[src/design/pmct_pkg.sv]
// ----------------------------------------------------------------------------
// PS/2 cursor tracker package
// Types, codes and reset values shared by the tracker and its checker.
// ----------------------------------------------------------------------------
`timescale 1ns / 1ps
`default_nettype none

package pmct_pkg;

   localparam int unsigned COORD_W = 12;
   localparam int unsigned COLOR_W = 3;
   localparam int unsigned BYTE_W  = 8;

   // configuration register indexes
   typedef enum logic {
      CSR_X_LIMIT = 1'b0,
      CSR_Y_LIMIT = 1'b1
   } csr_index_type;

   localparam logic [COORD_W-1:0] X_LIMIT_RESET = 12'd320;
   localparam logic [COORD_W-1:0] Y_LIMIT_RESET = 12'd200;
   localparam logic [COORD_W-1:0] POS_X_RESET   = 12'd160;
   localparam logic [COORD_W-1:0] POS_Y_RESET   = 12'd100;

   localparam logic [COLOR_W-1:0] COLOR_INIT   = 3'd1;
   localparam logic [COLOR_W-1:0] COLOR_LEFT   = 3'd4;
   localparam logic [COLOR_W-1:0] COLOR_RIGHT  = 3'd5;
   localparam logic [COLOR_W-1:0] COLOR_MIDDLE = 3'd6;

   // header byte bits
   localparam int unsigned HDR_LEFT   = 0;
   localparam int unsigned HDR_RIGHT  = 1;
   localparam int unsigned HDR_MIDDLE = 2;
   localparam int unsigned HDR_SYNC   = 3;
   localparam int unsigned HDR_X_OVF  = 6;
   localparam int unsigned HDR_Y_OVF  = 7;

   typedef enum logic [1:0] {
      OUTCOME_MOVED   = 2'd0,
      OUTCOME_DROPPED = 2'd1,
      OUTCOME_CLICK   = 2'd2
   } outcome_type;

   // which byte of the packet comes next
   typedef enum logic [1:0] {
      POS_HEADER = 2'd0,
      POS_XDELTA = 2'd1,
      POS_YDELTA = 2'd2
   } pos_state_type;

endpackage

`default_nettype wire

[src/design/ps2_mouse_packet_cursor_tracker_core.sv]
// ----------------------------------------------------------------------------
// PS/2 mouse packet cursor tracker
// Assembles three-byte mouse packets and tracks cursor position and color.
// ----------------------------------------------------------------------------
// One byte word is taken every clock cycle; the tracker never stalls on its
// own. Bytes with req_from_aux low are dropped with no effect. The third byte
// of a packet produces one result word, visible on rsp_* the cycle after that
// byte is taken; the packet is judged and the cursor clamped by a single
// add-and-compare stage feeding the result register. req_ready falls only
// while a result is held in that register and rsp_ready is low. Limits must be
// written through csr_* only while no packet is pending; not enforced here.
// Reset: cursor (160, 100), color 1, limits 320 by 200; no clearing pass.
`timescale 1ns / 1ps
`default_nettype none

module ps2_mouse_packet_cursor_tracker_core (
   input  wire logic                            clock,
   input  wire logic                            reset,
   // byte channel
   input  wire logic                            req_valid,
   output logic                                 req_ready,
   input  wire logic [pmct_pkg::BYTE_W-1:0]     req_data_byte,
   input  wire logic                            req_from_aux,
   // result channel
   output logic                                 rsp_valid,
   input  wire logic                            rsp_ready,
   output logic [pmct_pkg::COORD_W-1:0]         rsp_cursor_x,
   output logic [pmct_pkg::COORD_W-1:0]         rsp_cursor_y,
   output logic [pmct_pkg::COLOR_W-1:0]         rsp_cursor_color,
   output logic [1:0]                           rsp_outcome,
   // limit registers
   input  wire logic                            csr_wr_en,
   input  wire logic                            csr_index,
   input  wire logic [pmct_pkg::COORD_W-1:0]    csr_wdata
);

   localparam int unsigned SUM_W = pmct_pkg::COORD_W + 2;

   pmct_pkg::pos_state_type           pos_ff, pos_in;
   logic [pmct_pkg::BYTE_W-1:0]       header_ff, header_in;
   logic [pmct_pkg::BYTE_W-1:0]       x_delta_ff, x_delta_in;
   logic [pmct_pkg::COORD_W-1:0]      pos_x_ff, pos_x_in;
   logic [pmct_pkg::COORD_W-1:0]      pos_y_ff, pos_y_in;
   logic [pmct_pkg::COLOR_W-1:0]      color_ff, color_in;
   logic [pmct_pkg::COORD_W-1:0]      x_limit_ff, x_limit_in;
   logic [pmct_pkg::COORD_W-1:0]      y_limit_ff, y_limit_in;
   logic                              rsp_valid_ff, rsp_valid_in;
   pmct_pkg::outcome_type             outcome_ff, outcome_in;

   logic                              accept;
   logic                              aux_word;
   logic                              header_wr;
   logic                              x_delta_wr;
   logic                              packet_done;
   logic signed [SUM_W-1:0]           sum_x;
   logic signed [SUM_W-1:0]           sum_y;
   logic [pmct_pkg::COORD_W-1:0]      clamp_x;
   logic [pmct_pkg::COORD_W-1:0]      clamp_y;

   function automatic logic [pmct_pkg::COORD_W-1:0] clamp_coord(
      input logic signed [SUM_W-1:0]      v,
      input logic [pmct_pkg::COORD_W-1:0] limit
   );
      logic [pmct_pkg::COORD_W-1:0] r;
      if (v[SUM_W-1]) begin
         r = '0;
      end else if (v[SUM_W-2:0] > {1'b0, limit}) begin
         r = limit;
      end else begin
         r = v[pmct_pkg::COORD_W-1:0];
      end
      return r;
   endfunction

   // the result register frees up as soon as its word is taken
   assign req_ready  = !rsp_valid_ff || rsp_ready;
   assign accept     = req_valid && req_ready;
   assign aux_word   = accept && req_from_aux;

   // next state
   always_comb begin
      pos_in = pos_ff;
      if (aux_word) begin
         case (pos_ff)
            pmct_pkg::POS_HEADER: begin
               pos_in = req_data_byte[pmct_pkg::HDR_SYNC] ? pmct_pkg::POS_XDELTA
                                                           : pmct_pkg::POS_HEADER;
            end
            pmct_pkg::POS_XDELTA: pos_in = pmct_pkg::POS_YDELTA;
            pmct_pkg::POS_YDELTA: pos_in = pmct_pkg::POS_HEADER;
            default: begin
               pos_in = req_data_byte[pmct_pkg::HDR_SYNC] ? pmct_pkg::POS_XDELTA
                                                           : pmct_pkg::POS_HEADER;
            end
         endcase
      end
   end

   // state decode
   always_comb begin
      header_wr   = 1'b0;
      x_delta_wr  = 1'b0;
      packet_done = 1'b0;
      case (pos_ff)
         pmct_pkg::POS_XDELTA: x_delta_wr  = aux_word;
         pmct_pkg::POS_YDELTA: packet_done = aux_word;
         default:              header_wr   = aux_word;
      endcase
   end

   assign sum_x = $signed({2'b00, pos_x_ff})
                + $signed({{(SUM_W-pmct_pkg::BYTE_W){x_delta_ff[pmct_pkg::BYTE_W-1]}},
                           x_delta_ff});
   assign sum_y = $signed({2'b00, pos_y_ff})
                - $signed({{(SUM_W-pmct_pkg::BYTE_W){req_data_byte[pmct_pkg::BYTE_W-1]}},
                           req_data_byte});
   assign clamp_x = clamp_coord(sum_x, x_limit_ff);
   assign clamp_y = clamp_coord(sum_y, y_limit_ff);

   // packet judgment
   always_comb begin
      header_in    = header_wr  ? req_data_byte : header_ff;
      x_delta_in   = x_delta_wr ? req_data_byte : x_delta_ff;
      pos_x_in     = pos_x_ff;
      pos_y_in     = pos_y_ff;
      color_in     = color_ff;
      outcome_in   = outcome_ff;
      rsp_valid_in = rsp_valid_ff && !rsp_ready;
      if (packet_done) begin
         rsp_valid_in = 1'b1;
         if (header_ff[pmct_pkg::HDR_Y_OVF] || header_ff[pmct_pkg::HDR_X_OVF]) begin
            outcome_in = pmct_pkg::OUTCOME_DROPPED;
         end else if (header_ff[pmct_pkg::HDR_LEFT]) begin
            color_in   = pmct_pkg::COLOR_LEFT;
            outcome_in = pmct_pkg::OUTCOME_CLICK;
         end else if (header_ff[pmct_pkg::HDR_RIGHT]) begin
            color_in   = pmct_pkg::COLOR_RIGHT;
            outcome_in = pmct_pkg::OUTCOME_CLICK;
         end else if (header_ff[pmct_pkg::HDR_MIDDLE]) begin
            color_in   = pmct_pkg::COLOR_MIDDLE;
            outcome_in = pmct_pkg::OUTCOME_CLICK;
         end else begin
            pos_x_in   = clamp_x;
            pos_y_in   = clamp_y;
            outcome_in = pmct_pkg::OUTCOME_MOVED;
         end
      end
   end

   // limit registers
   always_comb begin
      x_limit_in = x_limit_ff;
      y_limit_in = y_limit_ff;
      if (csr_wr_en) begin
         case (pmct_pkg::csr_index_type'(csr_index))
            pmct_pkg::CSR_X_LIMIT: x_limit_in = csr_wdata;
            pmct_pkg::CSR_Y_LIMIT: y_limit_in = csr_wdata;
            default: begin
               x_limit_in = x_limit_ff;
            end
         endcase
      end
   end

   always_ff @(posedge clock) begin
      if (reset) begin
         pos_ff       <= pmct_pkg::POS_HEADER;
         header_ff    <= '0;
         x_delta_ff   <= '0;
         pos_x_ff     <= pmct_pkg::POS_X_RESET;
         pos_y_ff     <= pmct_pkg::POS_Y_RESET;
         color_ff     <= pmct_pkg::COLOR_INIT;
         x_limit_ff   <= pmct_pkg::X_LIMIT_RESET;
         y_limit_ff   <= pmct_pkg::Y_LIMIT_RESET;
         rsp_valid_ff <= 1'b0;
      end else begin
         pos_ff       <= pos_in;
         header_ff    <= header_in;
         x_delta_ff   <= x_delta_in;
         pos_x_ff     <= pos_x_in;
         pos_y_ff     <= pos_y_in;
         color_ff     <= color_in;
         x_limit_ff   <= x_limit_in;
         y_limit_ff   <= y_limit_in;
         rsp_valid_ff <= rsp_valid_in;
      end
   end

   // result payload, loaded only when a packet completes
   always_ff @(posedge clock) begin
      outcome_ff <= outcome_in;
   end

   assign rsp_valid        = rsp_valid_ff;
   assign rsp_cursor_x     = pos_x_ff;
   assign rsp_cursor_y     = pos_y_ff;
   assign rsp_cursor_color = color_ff;
   assign rsp_outcome      = outcome_ff;

endmodule

`default_nettype wire

[config.mk]
export PLATFORM = sky130hd
export DESIGN_NAME = ps2_mouse_packet_cursor_tracker_core
export DESIGN_NICKNAME = d
export VERILOG_FILES = /design/src/design/pmct_pkg.sv /design/src/design/ps2_mouse_packet_cursor_tracker_core.sv
export SDC_FILE = /design/constraint.sdc
export NUM_CORES = 1
export LEC_CHECK = 0
export BUFFER_PORTS_ARGS = -buffer_cell sky130_fd_sc_hd__buf_2
export CAP_MARGIN = 25
export CORE_MARGIN = 2
export CORE_UTILIZATION = 30
export CTS_CLUSTER_DIAMETER = 150
export DETAILED_ROUTE_END_ITERATION = 10
export MAX_ROUTING_LAYER = met4
export PLACE_DENSITY_LB_ADDON = 0.2
export SLEW_MARGIN = 20
export SYNTH_ARGS = -nofsm -noshare
export SYNTH_HDL_FRONTEND = slang
export SYNTH_SLANG_ARGS = --single-unit
[constraint.sdc]
create_clock -name clock -period 4.85 [get_ports clock]
set_clock_uncertainty 0.15 [all_clocks]
set_input_delay 0.7275 -clock clock [delete_from_list [all_inputs] [get_ports clock]]
set_output_delay 0.7275 -clock clock [all_outputs]
set_load 0.01 [all_outputs]
==> results.env, run 1 <==
POSTSYNTHCELLCOUNT=557
HP-CLASS='register to register'
CTS_TREE='done'
DRTPASS1ITERATIONS=4
RSZ0062_AT_GRT='no'
SYNTH.YOSYS.SEQ_AREA_SHARE=0.311
SYNTH_TOP_FLOP_CELL='dfxtp_1'
CLK_LATENCY_PS=340
RATIO_OF_ROUTED_VIAS_TO_STANDARD_CELLS=4.97
SYN-NUM-NETS=638
MOST-COMMON-LAYOUT-CELLS='nand2_1, dfxtp_1, a21oi_1, buf_2, ha_1'
TIMING.MAX_SLEW.REL_SLACK=0.373
IO_BUFFER_COUNT=57
POSTSYNTHREGISTERBITS=69
GRT_PASS1_WL_UM=20000
DIE_AREA_UM2=16000
YS_ASYNC_SR_FRACTION=0
CORE_REGION_AREA_UM2=14600
GRT_START_MAX_NET_PINS=52
SYN_AVG_CELL_AREA_UM2=8.10
HTREE_LEVELS=3
FINAL_COMMON_CELL='nand2_1'
AREA.SEQUENTIAL_UM2=1400
POST-SYNTH-TOP-AREA-FRACTION=0.297
STARTPOINT_TYPE='register'
STATUS='finished clean'
CRITICAL-PATH-SLOWEST-CELL='fa_1'
POST-LAYOUT-TOTAL-POWER_mW=1.43
CRITICAL_PATH.CELL_CHAIN='ha_1 > inv_1 > fa_1 > nor2b_1 > o2111ai_1 > nand3_1 > a31o_2 > a21oi_1 > xnor2_1 > ha_1 > a21o_1 > a21oi_1 > nand2_1 > o311ai_1 > nand2b_1 > mux2i_1 > buf_4 > mux2i_1 > o21ai_1'
AREAGROWTHSYNTHTOFINISH_PCT=16.5
ANTENNA_LEFT=0
GRT_UTIL_MET2=0.251
CTSLONGESTPATHBUFFERS=2
FINISH.UTILIZATION=0.360
REPORT.FINAL.HOLD_VIOL_COUNT=0
SYNTH_TOP_CELLS_BY_AREA='dfxtp_1, ha_1, nand2_1'
CLK_PIN_SLEW_PS=60
CP_DATA_ARRIVAL_TIME_PS=4410
SYNTH_AREA_UM2=4510
ROUTE.DETAILED.DRC=0
FIRST_GLOBAL_VIAS=3886
DR_TOTAL_VIAS=3995
CRITPATHBUFINV=2
CPLARGESTDELAYFAMILY='compound AO/OA/AOI/OAI gates'
NUMBER_OF_UNIQUE_STANDARD_CELL_TYPES_USED_BY_SYNTHESIS=59
MAX_CLOCK_FREQ_MHz=230
MAXCAPVIOLCOUNT=0
INITIAL_UTIL=0.309
GROUTE.USAGE.OVERALL=0.162
GRT-OVFL-TOTAL=0
POSTCTSSETUPBUFFERS=0
WORST_PIN_SLEW_PS=940
PRE_CTS_SETUP_SLACK_PS=168
CTS.REPAIR.RESIZED=0
TIMING.CRITICAL_PATH.FANOUT_MAX=9
WIRE_PER_INST_UM=15.4
CTS_BUFS_INSERTED=9
GRT_BUSIEST_LAYER='met2'
DIEHEIGHT_UM=127
DETAILED_PLACE_HPWL_UM=9850
FINAL_MIN_PERIOD_OVER_CLOCK_PERIOD=0.897
WORST_IR_DROP_VDD_mV=0.140
POWER.DENSITY_nW_PER_UM2=271
CRITICAL_PATH_REQUIRED_PS=4910
CRIT_PATH_MAX_INCR_DELAY_PS=410
FLOORPLAN.DIE.WIDTH_UM=127
FINAL_REPORT_MAX_SLEW_VIOLATION_COUNT=0
FINALSETUPVIOLCOUNT=0
CTS_HOLD_BUFFERS=0
ANTENNA_FOUND_INITIAL=1
NETLIST.TOP_CELL.BY_AREA='dfxtp_1'
COUNT_OF_NETS_AFTER_FINISHING=695
DRT_ITER0_MARKERS=193
ROUTED_WL_UM=12400
CLOCK_SINKS=69
CORE.ROWCOUNT=44
TIMING.SETUP.TNS_PS=0
CRIT_PATH_KIND='register to register'
GR-USAGE-MET1=0.217
PLACE_CONGESTION=0.833
POST_ROUTE_CELLS_DRIVE_ABOVE_1_SHARE=0.153
SYNTH-EDFF-COUNT=2
WORST_SLACK_PS=501
SYNTH_WARNINGS=0
FILLER_CELL_COUNT=1527
FLOORPLAN.IO_PINS=58
BUFFER_TYPE_AT_THE_CLOCK_TREE_ROOT='clkbuf_16'
GRT.MET3_USAGE=0.0295
POWER_LEAKAGE_nW=2.40
PERIOD_NEEDED_PS=4350
TIMING.CRITICAL_PATH.TO_TYPE='register'
MULTIINPUTGATEAREA_UM2=2850
[synth_stat cells (2+ instances only)]
cell type,number
nand2_1,98
dfxtp_1,67
a21oi_1,60
ha_1,52
inv_1,44
nor2_1,32
mux2i_1,22
nand3_1,22
o21ai_1,20
xnor2_1,16
clkbuf_1,11
nor3_1,9
o21a_1,8
nor2b_1,7
o21ai_0,7
a21o_1,6
nand2b_1,5
nand4_1,4
or3_1,4
a211o_1,3
a211oi_1,3
a21boi_0,3
a221o_1,3
a31oi_1,3
and3_1,3
nand3b_1,3
o31ai_1,3
clkbuf_8,2
edfxtp_1,2
fa_1,2
mux2_1,2
o211ai_1,2
or2_2,2
xor2_1,2
[cell type report]
cell class,count,share of cell area
Sequential cell,69,0.267
Inverter,44,0.0314
Timing Repair Buffer,62,0.0614
Multi-Input combinational cell,428,0.543
Clock buffer,9,0.0429
Tap cell,184,0.0438
Clock inverter,7,0.0107
Antenna cell,1,0.000476
[cell families after synthesis]
family | after synthesis | share of synthesized area
xor+xnor | 18 | 0.0350
compound gates | 132 | 0.180
fa+ha+maj | 54 | 0.153
mux | 25 | 0.0571
flops | 69 | 0.311
buf+inv | 60 | 0.0588
simple gates | 199 | 0.205
[flip-flops by register name, summed over array words and instances, names as in the netlist]
signal / flops
rsp_valid: 1
y_limit_ff: 12
rsp_cursor_color: 3
header_ff: 5
pos_ff: 2
x_delta_ff: 8
rsp_cursor_x: 12
x_limit_ff: 12
rsp_cursor_y: 12
rsp_outcome: 2
[per-stage QoR]
stage	std cells	area, µm²	hold slack, ps
detailed placement	787	4960	295
CTS	803	5250	305
floorplan	557	4510	281
global route	804	5250	331
finish	804	5250	307
global placement	787	4960	290
[power breakdown]
group	internal [mW]	switching [mW]	total, mW
logic	0.0817	0.118	0.200
registers	0.583	0.0115	0.595
clock network	0.353	0.278	0.631
[final timing paths]
kind                                   start  cells past startpoint                           end  slack, ps
hold / removal     header_ff[7]$_SDFFE_PP0P_                      2     header_ff[7]$_SDFFE_PP0P_        310
setup / recovery  x_delta_ff[0]$_SDFFE_PP0P_                     19  rsp_cursor_x[6]$_SDFFE_PP0P_        500
hold reg to reg    header_ff[7]$_SDFFE_PP0P_                      2     header_ff[7]$_SDFFE_PP0P_        310
setup reg to reg  x_delta_ff[0]$_SDFFE_PP0P_                     19  rsp_cursor_x[6]$_SDFFE_PP0P_        500
[per-layer routing]
metal  share of wire  up-vias
li1                -     2051
met1            0.50     1850
met2            0.45       80
met3           0.039       14
met4           0.013        0
met5               0        -
[worst register-to-register path, cell delays in order, from the launching register on]
cell	delay [ps]
dfxtp_1	380
ha_1	230
inv_1	70
fa_1	410
nor2b_1	190
o2111ai_1	160
nand3_1	180
a31o_2	170
a21oi_1	70
xnor2_1	210
ha_1	290
a21o_1	170
a21oi_1	240
nand2_1	90
o311ai_1	350
nand2b_1	90
mux2i_1	200
buf_4	250
mux2i_1	260
o21ai_1	80
Note: power is estimated with default switching activity, not from simulation.
==> inputs of run 2 (changes only) <==
--- a/config.mk
+++ b/config.mk
@@ -7,6 +7,8 @@
 export LEC_CHECK = 0
 export BUFFER_PORTS_ARGS = -buffer_cell sky130_fd_sc_hd__buf_2
 export CAP_MARGIN = 25
+export CELL_PAD_IN_SITES_DETAIL_PLACEMENT = 1
+export CELL_PAD_IN_SITES_GLOBAL_PLACEMENT = 2
 export CORE_MARGIN = 2
 export CORE_UTILIZATION = 30
 export CTS_CLUSTER_DIAMETER = 150
==> run 2 against run 1 <==
  * Setup slack worse by 130 ps
  * First-iteration DRC count is 38% lower
  * Final area about the same
==> results.env, run 2 (synthesis gave the netlist of run 1 again) <==
CRITICAL-PATH-SLOWEST-CELL='dfxtp_1'
GROUTE.USAGE.OVERALL=0.185  # +0.0232
WORST_SLACK_PS=369  # -132 ps
R2R-START='x_delta_ff[0]$_SDFFE_PP0P_'
TIMING.CRITICAL_PATH.TO_TYPE='register'
CPLARGESTDELAYFAMILY='compound AO/OA/AOI/OAI gates'
ROUTED_WL_UM=14200  # +15%
ROUTE.DETAILED.DRC=0  # unchanged
RSZ0062_AT_GRT='no'
GRT_PASS1_WL_UM=22300  # +12%
CLK_LATENCY_PS=340  # about the same
DPL.CELL_COUNT=788  # +0.13%
ANTENNA_CELLS_INSERTED=0  # -1
DRT_ITER0_MARKERS=119  # -38%
DETAILED_PLACE_HPWL_UM=11200  # +14%
PLACE_CONGESTION=0.871  # +4.5%
FINAL_COMMON_CELL='nand2_1'
CTS_TREE='done'
DR_TOTAL_VIAS=4069  # +1.9%
ANTENNA_LEFT=0  # unchanged
GRT_START_MAX_NET_PINS=47  # -9.6%
CTS_BUFS_INSERTED=9  # unchanged
SWITCHING_POWER_mW=0.387  # -4.9%
CRITICAL_PATH.CELL_CHAIN='ha_1 > inv_1 > fa_1 > nor2b_1 > o2111ai_1 > nand3_1 > a31o_2 > a21oi_1 > xnor2_1 > ha_1 > a21o_1 > a21oi_1 > nand2_1 > o311ai_1 > nand2b_1 > mux2i_1 > buf_4 > mux2i_1 > o31ai_1'
CRITICAL_PATH.STARTPOINT='x_delta_ff[0]$_SDFFE_PP0P_'
HTREE_LEVELS=3  # unchanged
INITIAL_UTIL=0.309  # unchanged
DIEHEIGHT_UM=127  # unchanged
WORST_IR_DROP_VDD_mV=0.154  # +9.5%
ANTENNA_FOUND_INITIAL=0  # -1
COMBPWRFRAC=0.140  # about the same
CLK_PIN_SLEW_PS=50  # about the same
CRIT_PATH_MAX_INCR_DELAY_PS=420  # about the same
FINAL_MIN_PERIOD_OVER_CLOCK_PERIOD=0.924  # +0.0273
CTSLONGESTPATHBUFFERS=2  # unchanged
COUNT_OF_NETS_AFTER_FINISHING=696  # +0.14%
FINAL_REPORT_MAX_SLEW_VIOLATION_COUNT=0  # unchanged
MAXCAPVIOLCOUNT=0  # unchanged
CTS_HOLD_BUFFERS=0  # unchanged
CRIT_PATH_KIND='register to register'
CORE_REGION_AREA_UM2=14600  # unchanged
FLOORPLAN.IO_PINS=58  # unchanged
WIRE_PER_INST_UM=17.6  # +15%
IO_BUFFER_COUNT=57  # unchanged
MOST-COMMON-LAYOUT-CELLS='nand2_1, dfxtp_1, a21oi_1, buf_2, ha_1'
FIRST_GLOBAL_VIAS=4116  # +5.9%
FILLER_CELL_COUNT=1767  # +16%
CORE.ROWCOUNT=44  # unchanged
HP-CLASS='register to register'
TIMING.SETUP.TNS_PS=0  # unchanged
CRITICAL_PATH_REQUIRED_PS=4920  # about the same
FLOORPLAN.DIE.WIDTH_UM=127  # unchanged
R2R_END='rsp_cursor_x[11]$_SDFFE_PP0P_'
TIMING.REG2REG.WORST_PATH_DEPTH=19  # unchanged
FIN_CELLS=804  # unchanged
SW_FRAC_OF_TOTAL=0.267  # -0.0187
CLOCK_SINKS=69  # unchanged
WORST_PIN_SLEW_PS=921  # -19.4 ps
HOLD-PATH-ENDPOINT='header_ff[7]$_SDFFE_PP0P_'
DRTPASS1ITERATIONS=4  # unchanged
WORST_HOLD_PATH.NUM_CELLS=2  # unchanged
FINALSETUPVIOLCOUNT=0  # unchanged
GRT-OVFL-TOTAL=0  # unchanged
STARTPOINT_TYPE='register'
MAX_CLOCK_FREQ_MHz=223  # -3.0%
WORSTHOLDSTART='header_ff[7]$_SDFFE_PP0P_'
PRE_CTS_SETUP_SLACK_PS=86.5  # -81.2 ps
POST_ROUTE_CELLS_DRIVE_ABOVE_1_SHARE=0.147  # -0.00670
AREAGROWTHSYNTHTOFINISH_PCT=16.6  # about the same
DIE_AREA_UM2=16000  # unchanged
HOLDWS_PS=307  # +0.221 ps
SEQUENTIAL_SHARE_OF_POWER=0.412  # -0.005
REPORT.FINAL.HOLD_VIOL_COUNT=0  # unchanged
P_INT_mW=1.06  # +4.5%
FF2FF_SETUP_SLACK_PS=370  # -130 ps
TIMING.MAX_SLEW.REL_SLACK=0.385  # +0.0117
CRITPATHBUFINV=2  # unchanged
PERIOD_NEEDED_PS=4480  # +132 ps
BUFFER_TYPE_AT_THE_CLOCK_TREE_ROOT='clkbuf_16'
STATUS='finished clean'
POSTCTSSETUPBUFFERS=0  # unchanged
POWER_LEAKAGE_nW=2.40  # about the same
CTS.REPAIR.RESIZED=0  # unchanged
TIMING.CRITICAL_PATH.FANOUT_MAX=7  # -2
POWER.DENSITY_nW_PER_UM2=276  # +1.7%
CP_DATA_ARRIVAL_TIME_PS=4550  # +140 ps
RATIO_OF_ROUTED_VIAS_TO_STANDARD_CELLS=5.06  # +1.9%
CLKPWRFRAC=0.448  # +0.005
-- run 2: cell count changes in the layout (fill, tap and decap cells not counted) --
cell	before	now
inv_6	4	0
clkbuf_1	0	3
a21oi_1	59	60
a21oi_2	1	0
buf_4	5	6
bufinv_16	0	1
clkinv_4	1	0
clkinvlp_4	1	2
diode_2	1	0
nor2b_1	6	7
nor2b_2	1	0
-- run 2: worst max path at each step --
stage	end	slack [ps]	cells after the start
after floorplan	rsp_cursor_y[6]$_SDFFE_PP1P_	650	17
after global placement	rsp_cursor_y[2]$_SDFFE_PP1P_	260	16
after detailed placement	rsp_cursor_y[5]$_SDFFE_PP1P_	90	16
after CTS	rsp_cursor_x[11]$_SDFFE_PP0P_	300	19
after global routing	rsp_cursor_x[11]$_SDFFE_PP0P_	80	19
final	rsp_cursor_x[11]$_SDFFE_PP0P_	370	19
-- run 2: power groups by stage --
stage / clock network (mW) / logic [mW] / registers (mW)
finish: 0.650 / 0.203 / 0.598
global route: 0.692 / 0.228 / 0.600
CTS: 0.672 / 0.206 / 0.598
detailed placement: 0 / 0.204 / 0.610
global placement: 0 / 0.199 / 0.610
floorplan: 0 / 0.145 / 0.603
-- run 2: final cells by class --
cell class / instances / area [µm²] / share of cell area
clock buffer: 12 / 236 / 0.0450
inverter: 44 / 165 / 0.0314
tap: 184 / 230 / 0.0438
multi-input combinational: 428 / 2840 / 0.541
sequential: 69 / 1400 / 0.267
timing repair buffer: 63 / 330 / 0.0628
clock inverter: 4 / 50.0 / 0.00952
-- run 2: through the flow --
step	utilization	area, µm²	total power, mW
finish	0.360	5260	1.45
global route	0.360	5260	1.52
floorplan	-	4510	0.749
global placement	0.341	4970	0.809
CTS	0.360	5260	1.48
detailed placement	0.341	4970	0.814
-- run 2: layer usage --
layer,global-route usage,wire length (µm),up-vias
met5,-,0,-
li1,-,-,2050
met4,0.0498,176,0
met3,0.0337,545,12
met1,0.240,6870,1943
met2,0.298,6570,64
-- run 2: worst min-delay path: stages (launching register included) --
cell and delay [ps]:
dfxtp_1 310, nand2_1 50, a21oi_1 50
==> inputs of run 3 (changes only) <==
==> constraint.sdc (replaced) <==
create_clock -name clock -period 4.85 [get_ports clock]
set_clock_uncertainty 0.15 [all_clocks]
set_input_delay 0.97 -clock clock [delete_from_list [all_inputs] [get_ports clock]]
set_output_delay 0.97 -clock clock [all_outputs]
set_load 0.01 [all_outputs]
==> run 3 against run 2 <==
  * Global-route usage is 0.056 points higher
  * Clock power is 4.8% lower
  * Non-clock buffer count is 4 higher
  * Largest cell class unchanged
  * Highest routed layer unchanged
==> results.env, run 3 (synthesis gave the netlist of run 1 again) <==
STATUS='finished clean'
CRIT_END='rsp_cursor_y[2]$_SDFFE_PP1P_'
ROUTED_WL_UM=14300  # +0.59%
DIE_AREA_UM2=16000  # unchanged
TIMING.MAX_SLEW.REL_SLACK=0.545  # +0.160
TIMING.CRITICAL_PATH.TO_TYPE='register'
CTS.REPAIR.RESIZED=0  # unchanged
DIEHEIGHT_UM=127  # unchanged
HTREE_LEVELS=3  # unchanged
FLOORPLAN.DIE.WIDTH_UM=127  # unchanged
SEQUENTIAL_SHARE_OF_POWER=0.420  # +0.008
TIMING.SETUP.TNS_PS=0  # unchanged
GRT-OVFL-TOTAL=0  # unchanged
SW_FRAC_OF_TOTAL=0.278  # +0.0113
GROUTE.USAGE.OVERALL=0.186  # +0.000565
WORST_PIN_SLEW_PS=677  # -244 ps
R2R_END='rsp_cursor_x[11]$_SDFFE_PP0P_'
STARTPOINT_TYPE='input port'
COUNT_OF_NETS_AFTER_FINISHING=700  # +0.57%
FF2FF_SETUP_SLACK_PS=560  # +190 ps
MAX_CLOCK_FREQ_MHz=224  # +0.45%
POST-ROUTE-CELL-AREA_UM2=5270  # +0.29%
INITIAL_UTIL=0.309  # unchanged
TIMING.REG2REG.WORST_PATH_DEPTH=19  # unchanged
DR_TOTAL_VIAS=4093  # +0.59%
CRITICAL_PATH.STARTPOINT='req_data_byte[0]'
CRITICAL_PATH_REQUIRED_PS=4930  # about the same
WIRE_PER_INST_UM=17.6  # about the same
FLOORPLAN.IO_PINS=58  # unchanged
CRITICAL_PATH.CELL_CHAIN='buf_2 > ha_1 > fa_1 > nor2b_4 > o31a_4 > nor4_4 > nor3_2 > nor3_1 > xnor2_1 > ha_1 > nand3_1 > nor3_1 > nand2_1 > a211oi_2 > nand3_2 > mux2_1 > a221o_1'
WORST_IR_DROP_VDD_mV=0.151  # -1.7%
DRTPASS1ITERATIONS=4  # unchanged
POST-LAYOUT-TOTAL-POWER_mW=1.42  # -2.0%
CP_DATA_ARRIVAL_TIME_PS=4540  # about the same
DPL_CELL_AREA_UM2=4990  # +0.45%
POSTCTSSETUPBUFFERS=0  # unchanged
RATIO_OF_ROUTED_VIAS_TO_STANDARD_CELLS=5.07  # about the same
COMBPWRFRAC=0.146  # +0.006
CRIT_PATH_MAX_INCR_DELAY_PS=450  # +30 ps
FINALSETUPVIOLCOUNT=0  # unchanged
POST_ROUTE_CELLS_DRIVE_ABOVE_1_SHARE=0.154  # +0.00707
ROUTE.DETAILED.DRC=0  # unchanged
ANTENNA_LEFT=0  # unchanged
RSZ0062_AT_GRT='no'
CORE_REGION_AREA_UM2=14600  # unchanged
FINAL_MIN_PERIOD_OVER_CLOCK_PERIOD=0.920  # -0.00418
CLKPWRFRAC=0.435  # -0.013
MAXCAPVIOLCOUNT=0  # unchanged
CTSLONGESTPATHBUFFERS=2  # unchanged
R2R-START='x_delta_ff[0]$_SDFFE_PP0P_'
FINISH.UTILIZATION=0.361  # +0.00103
SWITCHING_POWER_mW=0.396  # +2.2%
HP-CLASS='register to register'
CTS_TREE='done'
HOLDWS_PS=304  # -3.60 ps
TIMING.CRITICAL_PATH.FANOUT_MAX=5  # -2
CLK_PIN_SLEW_PS=60  # about the same
PLACE_CONGESTION=0.867  # -0.46%
GRT_START_MAX_NET_PINS=47  # unchanged
DRT_ITER0_MARKERS=127  # +6.7%
REPORT.FINAL.HOLD_VIOL_COUNT=0  # unchanged
GRT_PASS1_WL_UM=22400  # +0.31%
CORE.ROWCOUNT=44  # unchanged
CLK_LATENCY_PS=340  # about the same
P_INT_mW=1.03  # -3.5%
CLOCK_SINKS=69  # unchanged
IO_BUFFER_COUNT=57  # unchanged
MOST-COMMON-LAYOUT-CELLS='nand2_1, dfxtp_1, a21oi_1, buf_2, ha_1'
DETAILED_PLACE_HPWL_UM=11400  # +2.0%
CRITICAL-PATH-SLOWEST-CELL='fa_1'
CRIT_PATH_KIND='input port to register'
BUFFER_TYPE_AT_THE_CLOCK_TREE_ROOT='clkbuf_16'
ANTENNA_FOUND_INITIAL=0  # unchanged
AREAGROWTHSYNTHTOFINISH_PCT=16.9
ANTENNA_CELLS_INSERTED=0  # unchanged
POWER_LEAKAGE_nW=2.41  # +0.64%
FIRST_GLOBAL_VIAS=4189  # +1.8%
POWER.DENSITY_nW_PER_UM2=270  # -2.2%
CTS_HOLD_BUFFERS=0  # unchanged
FINAL_REPORT_MAX_SLEW_VIOLATION_COUNT=0  # unchanged
FINAL_COMMON_CELL='nand2_1'
CTS_BUFS_INSERTED=9  # unchanged
PERIOD_NEEDED_PS=4460  # -20.3 ps
[run 3: changes by cell type in the layout (fill, tap and decap cells not counted)]
cell       before  now
buf_4           6   10
bufinv_16       1    0
clkbuf_1        3    2
clkbuf_8        0    1
clkinv_2        1    2
[run 3: metrics by stage]
stage                     worst slack, ps  cells
after CTS                             383    807
after detailed placement             20.9    791
final                                 389    808
after global placement                217    791
after floorplan                       409    557
after global routing                  114    808
[run 3: worst min-delay path by stage]
stage	start	to	slack, ps	cells past startpoint
2_1_floorplan	header_ff[7]$_SDFFE_PP0P_	header_ff[7]$_SDFFE_PP0P_	280	2
3_3_place_gp	header_ff[7]$_SDFFE_PP0P_	header_ff[7]$_SDFFE_PP0P_	290	2
3_5_place_dp	header_ff[6]$_SDFFE_PP0P_	header_ff[6]$_SDFFE_PP0P_	300	2
4_1_cts	header_ff[6]$_SDFFE_PP0P_	header_ff[6]$_SDFFE_PP0P_	310	2
5_1_grt	header_ff[6]$_SDFFE_PP0P_	header_ff[6]$_SDFFE_PP0P_	320	2
6_report	header_ff[6]$_SDFFE_PP0P_	header_ff[6]$_SDFFE_PP0P_	300	2
[run 3: layout make-up]
type                            count  area (µm²)
Tap cell                          184         230
Fill cell                        1756        9320
Multi-Input combinational cell    428        2840
Clock buffer                       12         246
Inverter                           44         165
Clock inverter                      4        25.0
Timing Repair Buffer               67         360
Sequential cell                    69        1400
[run 3: power groups by stage]
stage,registers (mW),logic [mW],clock network (mW)
floorplan,0.603,0.145,0
CTS,0.597,0.209,0.640
global route,0.599,0.232,0.659
detailed placement,0.610,0.208,0
global placement,0.610,0.202,0
finish,0.597,0.207,0.619
[run 3: worst max-delay path, delay by kind of cell]
family | cells | cell delay, ps
adder cells (fa/ha/maj) | 3 | 970
buffers and inverters | 1 | 120
AO/OA/AOI/OAI | 3 | 730
multiplexers | 1 | 360
AND/OR/NAND/NOR | 8 | 1230
XOR/XNOR | 1 | 150
[run 3: metal layers]
layer / vias to the layer above / track usage / routed length [µm]
li1: 2048 / - / -
met1: 1985 / 0.244 / 7080
met2: 52 / 0.299 / 6650
met3: 8 / 0.0401 / 431
met4: 0 / 0.0330 / 89
met5: - / - / 0
